<file path="config.mk">
export PLATFORM = sky130hd
export DESIGN_NAME = lsmid_scanner
export DESIGN_NICKNAME = d
export VERILOG_FILES = /design/src/rtl/line_start_message_id_detector_assert.svh /design/src/rtl/lsmid_pkg.sv /design/src/rtl/lsmid_scanner.sv
export SDC_FILE = /design/constraint.sdc
export NUM_CORES = 1
export LEC_CHECK = 0
export BUFFER_PORTS_ARGS = -buffer_cell sky130_fd_sc_hd__buf_4
export CORE_UTILIZATION = 45
export DETAILED_ROUTE_END_ITERATION = 12
export MAX_ROUTING_LAYER = met4
export PLACE_DENSITY = 0.7
export SYNTH_ARGS = -nofsm -noshare
export SYNTH_HDL_FRONTEND = slang
export SYNTH_SLANG_ARGS = --single-unit
</file>
<file path="constraint.sdc">
create_clock -name clk -period 5.12 [get_ports clk]
set_input_delay 0.512 -clock clk [delete_from_list [all_inputs] [get_ports clk]]
set_output_delay 0.512 -clock clk [all_outputs]
set_load 0.01 [all_outputs]
</file>
<file path="src/rtl/line_start_message_id_detector_assert.svh">
// Assertion macros shared by the message identifier detector.
`ifndef LINE_START_MESSAGE_ID_DETECTOR_ASSERT_SVH
`define LINE_START_MESSAGE_ID_DETECTOR_ASSERT_SVH

// Same-cycle implication, checked out of reset.
`define LSMID_ASSERT_NOW(label, ante, cons) \
  label: assert property (@(posedge clk) disable iff (!rst_n) (ante) |-> (cons)) \
    else $error("lsmid: same-cycle check failed");

// Next-cycle implication, checked out of reset.
`define LSMID_ASSERT_NEXT(label, ante, cons) \
  label: assert property (@(posedge clk) disable iff (!rst_n) (ante) |=> (cons)) \
    else $error("lsmid: next-cycle check failed");

`endif

</file>
<file path="src/rtl/lsmid_pkg.sv">
package lsmid_pkg;

  // One input beat: a text byte or the end-of-text marker.
  typedef struct packed {
    logic [7:0] text_byte;
    logic       end_of_text;
  } in_beat_t;

  // One result beat: the decision for a line.
  typedef struct packed {
    logic       accepted;
    logic [5:0] id_length;
    logic [7:0] lead_offset;
    logic [7:0] final_char;
  } out_beat_t;

  // Scan phase within a line.
  typedef enum logic [2:0] {
    PH_LEAD,
    PH_PREFIX,
    PH_SUFFIX,
    PH_DIGITS,
    PH_SEV
  } phase_t;

  // Character codes.
  localparam logic [7:0] CH_NL     = 8'h0A;
  localparam logic [7:0] CH_TAB    = 8'h09;
  localparam logic [7:0] CH_SPACE  = 8'h20;
  localparam logic [7:0] CH_DOLLAR = 8'h24;
  localparam logic [7:0] CH_HASH   = 8'h23;
  localparam logic [7:0] CH_AT     = 8'h40;
  localparam logic [7:0] CH_US     = 8'h5F;
  localparam logic [7:0] CH_UP_LO  = 8'h41;
  localparam logic [7:0] CH_UP_HI  = 8'h5A;
  localparam logic [7:0] CH_DIG_LO = 8'h30;
  localparam logic [7:0] CH_DIG_HI = 8'h39;
  localparam logic [7:0] CH_SEV_I  = 8'h49;
  localparam logic [7:0] CH_SEV_E  = 8'h45;
  localparam logic [7:0] CH_SEV_W  = 8'h57;
  localparam logic [7:0] CH_SEV_A  = 8'h41;
  localparam logic [7:0] CH_SEV_S  = 8'h53;
  localparam logic [7:0] CH_SEV_D  = 8'h44;
  localparam logic [7:0] CH_SEV_X  = 8'h58;

  // Limits of the identifier grammar.
  localparam logic [3:0] PREFIX_MIN  = 4'd2;
  localparam logic [3:0] PREFIX_MAX  = 4'd8;
  localparam logic [2:0] DIGIT_MAX   = 3'd5;
  localparam logic [5:0] SUFFIX_MIN  = 6'd2;
  localparam logic [5:0] SUFFIX_SAT  = 6'd63;
  localparam logic [7:0] SPACE_SAT   = 8'd255;
  localparam logic [6:0] ID_LEN_SAT  = 7'd63;

endpackage

</file>
<file path="src/rtl/lsmid_scanner.sv">
module lsmid_scanner
  import lsmid_pkg::*;
(
  input  logic      clk,
  input  logic      rst_n,
  input  logic      beat_valid,
  output logic      beat_ready,
  input  in_beat_t  beat,
  output logic      res_valid,
  input  logic      res_ready,
  output out_beat_t res
);

  phase_t     phase_r,  phase_nxt;
  logic       decided_r, decided_nxt;
  logic [3:0] prefix_r, prefix_nxt;
  logic [2:0] digit_r,  digit_nxt;
  logic [5:0] suffix_r, suffix_nxt;
  logic [7:0] space_r,  space_nxt;
  logic [7:0] last_r,   last_nxt;

  logic       fire;
  logic [7:0] c;
  logic       eot;
  logic       is_nl, is_ws, is_up, is_dig, is_us, is_pre, is_sev;
  logic       line_end;
  phase_t     eff_phase;
  logic       emit;
  logic       ok;
  logic [6:0] len;
  logic [6:0] len_sat;

  // A beat is consumed whenever the result stage can take a result.
  assign beat_ready = res_ready;
  assign fire       = beat_valid && res_ready;
  assign c          = beat.text_byte;
  assign eot        = beat.end_of_text;

  // Character classes.
  assign is_nl  = (c == CH_NL);
  assign is_ws  = (c == CH_SPACE) || (c == CH_TAB);
  assign is_up  = (c >= CH_UP_LO) && (c <= CH_UP_HI);
  assign is_dig = (c >= CH_DIG_LO) && (c <= CH_DIG_HI);
  assign is_us  = (c == CH_US);
  assign is_pre = is_up || (c == CH_DOLLAR) || (c == CH_HASH) || (c == CH_AT);
  assign is_sev = (c == CH_SEV_I) || (c == CH_SEV_E) || (c == CH_SEV_W) ||
                  (c == CH_SEV_A) || (c == CH_SEV_S) || (c == CH_SEV_D) ||
                  (c == CH_SEV_X);

  assign line_end = eot || is_nl;

  // The first non-blank character is handled as a prefix character.
  assign eff_phase = ((phase_r == PH_LEAD) && !is_ws) ? PH_PREFIX : phase_r;

  // Next state of the line scan.
  always_comb begin
    phase_nxt   = phase_r;
    decided_nxt = decided_r;
    prefix_nxt  = prefix_r;
    digit_nxt   = digit_r;
    suffix_nxt  = suffix_r;
    space_nxt   = space_r;
    last_nxt    = last_r;
    if (fire) begin
      if (line_end) begin
        phase_nxt   = PH_LEAD;
        decided_nxt = 1'b0;
        prefix_nxt  = '0;
        digit_nxt   = '0;
        suffix_nxt  = '0;
        space_nxt   = '0;
        last_nxt    = '0;
      end else if (!decided_r) begin
        decided_nxt = emit;
        if ((phase_r == PH_LEAD) && is_ws) begin
          if (space_r != SPACE_SAT) begin
            space_nxt = space_r + 8'd1;
          end
        end else begin
          unique case (eff_phase)
            PH_PREFIX: begin
              phase_nxt = PH_PREFIX;
              if (is_pre) begin
                prefix_nxt = prefix_r + 4'd1;
                last_nxt   = c;
              end else if (prefix_r >= PREFIX_MIN) begin
                if (is_us) begin
                  phase_nxt = PH_SUFFIX;
                  last_nxt  = c;
                end else begin
                  phase_nxt = PH_DIGITS;
                  digit_nxt = is_dig ? 3'd1 : 3'd0;
                  if (is_dig) begin
                    last_nxt = c;
                  end
                end
              end
            end
            PH_DIGITS: begin
              if (is_dig) begin
                digit_nxt = digit_r + 3'd1;
                last_nxt  = c;
              end else if ((digit_r != 3'd0) && is_sev) begin
                phase_nxt = PH_SEV;
                last_nxt  = c;
              end
            end
            PH_SUFFIX: begin
              if (is_up || is_dig || is_us) begin
                if (suffix_r != SUFFIX_SAT) begin
                  suffix_nxt = suffix_r + 6'd1;
                end
                last_nxt = c;
              end
            end
            PH_SEV: begin
              phase_nxt = phase_r;
            end
            default: begin
              phase_nxt = phase_r;
            end
          endcase
        end
      end
    end
  end

  // Decision for the current beat: whether a result is due and its content.
  always_comb begin
    emit = 1'b0;
    ok   = 1'b0;
    len  = '0;
    if (line_end) begin
      if (eot) begin
        emit = !decided_r && !((phase_r == PH_LEAD) && (space_r == 8'd0));
      end else begin
        emit = !decided_r;
      end
      unique case (phase_r)
        PH_SUFFIX: begin
          ok  = (suffix_r >= SUFFIX_MIN);
          len = {3'd0, prefix_r} + 7'd1 + {1'b0, suffix_r};
        end
        PH_DIGITS: begin
          ok  = (digit_r != 3'd0);
          len = {3'd0, prefix_r} + {4'd0, digit_r};
        end
        PH_SEV: begin
          ok  = 1'b1;
          len = {3'd0, prefix_r} + {4'd0, digit_r} + 7'd1;
        end
        default: begin
          ok = 1'b0;
        end
      endcase
    end else if (!decided_r && !((phase_r == PH_LEAD) && is_ws)) begin
      unique case (eff_phase)
        PH_PREFIX: begin
          if (is_pre) begin
            emit = (prefix_r >= PREFIX_MAX);
          end else if (prefix_r < PREFIX_MIN) begin
            emit = 1'b1;
          end else begin
            emit = !is_us && !is_dig;
          end
        end
        PH_DIGITS: begin
          if (is_dig) begin
            emit = (digit_r >= DIGIT_MAX);
          end else if (digit_r == 3'd0) begin
            emit = 1'b1;
          end else if (!is_sev) begin
            emit = 1'b1;
            ok   = is_ws;
            len  = {3'd0, prefix_r} + {4'd0, digit_r};
          end
        end
        PH_SUFFIX: begin
          if (!(is_up || is_dig || is_us)) begin
            emit = 1'b1;
            ok   = is_ws && (suffix_r >= SUFFIX_MIN);
            len  = {3'd0, prefix_r} + 7'd1 + {1'b0, suffix_r};
          end
        end
        PH_SEV: begin
          emit = 1'b1;
          ok   = is_ws;
          len  = {3'd0, prefix_r} + {4'd0, digit_r} + 7'd1;
        end
        default: begin
          emit = 1'b1;
        end
      endcase
    end
  end

  // Result beat.
  assign len_sat         = (len > ID_LEN_SAT) ? ID_LEN_SAT : len;
  assign res_valid       = fire && emit;
  assign res.accepted    = ok;
  assign res.id_length   = ok ? len_sat[5:0] : 6'd0;
  assign res.lead_offset = space_r;
  assign res.final_char  = ok ? last_r : 8'd0;

  // Line state registers.
  always_ff @(posedge clk) begin
    if (!rst_n) begin
      phase_r   <= PH_LEAD;
      decided_r <= 1'b0;
      prefix_r  <= '0;
      digit_r   <= '0;
      suffix_r  <= '0;
      space_r   <= '0;
      last_r    <= '0;
    end else begin
      phase_r   <= phase_nxt;
      decided_r <= decided_nxt;
      prefix_r  <= prefix_nxt;
      digit_r   <= digit_nxt;
      suffix_r  <= suffix_nxt;
      space_r   <= space_nxt;
      last_r    <= last_nxt;
    end
  end

endmodule

</file>
==> run metrics <==
status=finished, final reports clean; routed wire length=7440 um; CTS tree=built; DP HPWL=5560 um; Seq/Total Area, Yosys=22.7%; dpl cell area=3200 um2; hold path startpoint=last_r[7]; RSZ-0062 raised after global routing=no; Setup Buffers After CTS=0; CP endpoint kind=primary output; worst hold path endpoint=last_r[7]; IO Pins=38; Total Nets Final=436; area growth from synthesis to layout=14.5%; initial antenna violation count=0; global-route wire length before repair=12,400 um; hold path depth=2; internal power=480 uW; Lkg Pwr=0.00128 uW; # setup viols final=0; gr usage total=24.5%; Mapped Area=2910 um2; Tcrit/Tclk final=69.4%; Die Footprint=6790 um2; Worst R2R Start=phase_r[0]; Fmax achieved=0.281 GHz; R2R depth=7; sw power=154 uW; setup ws final=1.57 ns; clk buf depth=2; synthesized flop and latch total=33; reg2reg end=phase_r[1]; Port Buf Inserts=37; Final TNS setup=0 ns; FF-to-FF setup slack=2.37 ns; pre-CTS setup slack=1.74 ns; CP arrival=3.04 ns; logic gate share of total power=12.2%; Core ar.=6100 um2; Relative slew margins=30.6%; clk_lat worst skew=0.28 ns; PwrDens=190 nW/um2; routed len/inst=15.5 um; Num CTS Buffers=5; 1st-pass router iterations=4; gpl congestion=0.919; H-tree depth=2; Site Rows=28; fin crit period=3.55 ns; Vias=2,852; largest net degree at the start of global routing=19; Resized Gates After CTS=0; slew of the pin with the lowest slew margin=1.04 ns; Initial DRC Count=246; critical path required time=4.61 ns; Post-Syn Area per Cell=7.68 um2; Die Ht=82.4 um; origin of the worst setup path=phase_r[1]; clk sinks=33; clock root cell=clkbuf_8; number of diodes=0; Syn Inst Count=379; syn_nets=411; final routed DRC violation total=0; grt ovf=0; WS Path Type=reg2out; Critical Path Start Type=flip-flop; Die Wd=82.4 um; ys async rst share=0%; Clock power frac=46.2%; Flop pwr share=41.5%; worst-path fanout max=9; vias per inst=5.94; layout cells sized above 1=15.8%; vias in the first global route=2,641; Initial Utilization=47.7%; final core occ=54.7%; Max Slew Vio Count=0; Cell variety after synth=69; top_reg_cell synth=dfxtp_1; Max VDD drop=0.222 mV; post-route cell area=3330 um2; Clock transition at path regs=0.07 ns; Ys Warns=0; Max Cap Viol=0; switching share of power=24.3%; Fin. Hold Viols=0; Worst Skew=0.00356 ns; Post-DRT Antenna Nets=0; CTS Hold Bufs=0; Post-synth EDFFs=0; worst hold-check path type=reg2reg
power by group through the flow:
stage          logic (uW)  registers [uW]  clock network, uW
3_3_place_gp         76.4             269                  0
4_1_cts              77.2             263                299
5_1_grt              85.0             264                311
2_1_floorplan        54.6             268                  0
6_report             77.7             264                294
3_5_place_dp         77.0             269                  0
synthesized netlist by cell type (all sizes together) (6+ instances only):
cell type / instances / area, um2
a21oi: 19 / 106
and2: 14 / 87.6
buf: 6 / 37.5
clkbuf: 14 / 52.6
dfxtp: 33 / 661
ha: 17 / 213
inv: 20 / 75.1
mux2i: 13 / 130
nand2: 43 / 161
nand3: 19 / 95.1
nand4: 11 / 68.8
nor2: 38 / 150
nor3: 10 / 55.1
o211ai: 6 / 45.0
o21ai: 17 / 88.8
xnor2: 12 / 105
cell usage in the layout (no fill, tap or decap), types with 4 or more instances in the layout:
master     n
nand3_1   19
nor3_1     9
and2_1    12
a21o_1     4
inv_1     19
nand2_1   43
o211ai_1   6
dfxtp_1   33
nor2b_1    4
ha_1      17
a31oi_1    5
clkbuf_8   5
a21oi_1   18
nor2_1    35
nand4_1   11
xor2_1     5
nor4_1     4
nor3b_1    4
o21ai_0   16
xnor2_1   12
buf_4     38
mux2i_1   13
registers in the layout, summed over array words and instances, names as in the netlist:
| signal | flops |
|---|---|
| space_r | 8 |
| prefix_r | 4 |
| phase_r | 3 |
| decided_r | 1 |
| suffix_r | 6 |
| digit_r | 3 |
| last_r | 8 |
metal layers:
metal | part of all wire (%) | up-vias | track usage (%)
met1 | 46 | 1334 | 29.8
met2 | 47 | 81 | 40.2
met3 | 6.1 | 8 | 6.04
met4 | 0.77 | 0 | 6.49
li1 | - | 1429 | -
met5 | 0 | - | -
worst max-delay path by stage:
stage / to / cells after the start
global placement: res[5] / 8
global route: res[0] / 9
finish: res[5] / 9
detailed placement: res[5] / 8
CTS: res[5] / 9
floorplan: res[20] / 7
layout make-up:
class	count	area (um2)
Inverter	20	75.1
Clock buffer	5	68.8
Fill cell	627	2760
Sequential cell	33	661
Tap cell	75	93.8
Multi-Input combinational cell	306	2080
Clock inverter	3	65.1
Timing Repair Buffer	38	285
cell families after synthesis:
family          count (synthesis)  share of synthesized area (%)
compound gates                 89                           23.6
mux                            14                           4.86
flops                          33                           22.7
buf+inv                        40                           5.67
fa+ha+maj                      19                           8.68
simple gates                  167                           29.4
xor+xnor                       17                           5.12
metrics by stage:
| step | cells | hold slack (ns) | total power, uW |
|---|---|---|---|
| 5_1_grt | 480 | 0.460 | 660 |
| 3_3_place_gp | 472 | 0.412 | 346 |
| 4_1_cts | 480 | 0.448 | 639 |
| 6_report | 480 | 0.436 | 635 |
| 3_5_place_dp | 472 | 0.437 | 346 |
| 2_1_floorplan | 379 | 0.405 | 322 |
worst max-delay path, stage by stage, from the launching register on:
cell	delay [ns]
dfxtp_1	0.54
and2b_1	0.27
and2_1	0.34
nand2_1	0.14
nor3_1	0.51
nand2b_1	0.20
a41oi_2	0.25
inv_2	0.25
and2_1	0.15
buf_4	0.11
Power figures use the tool's default switching activity.
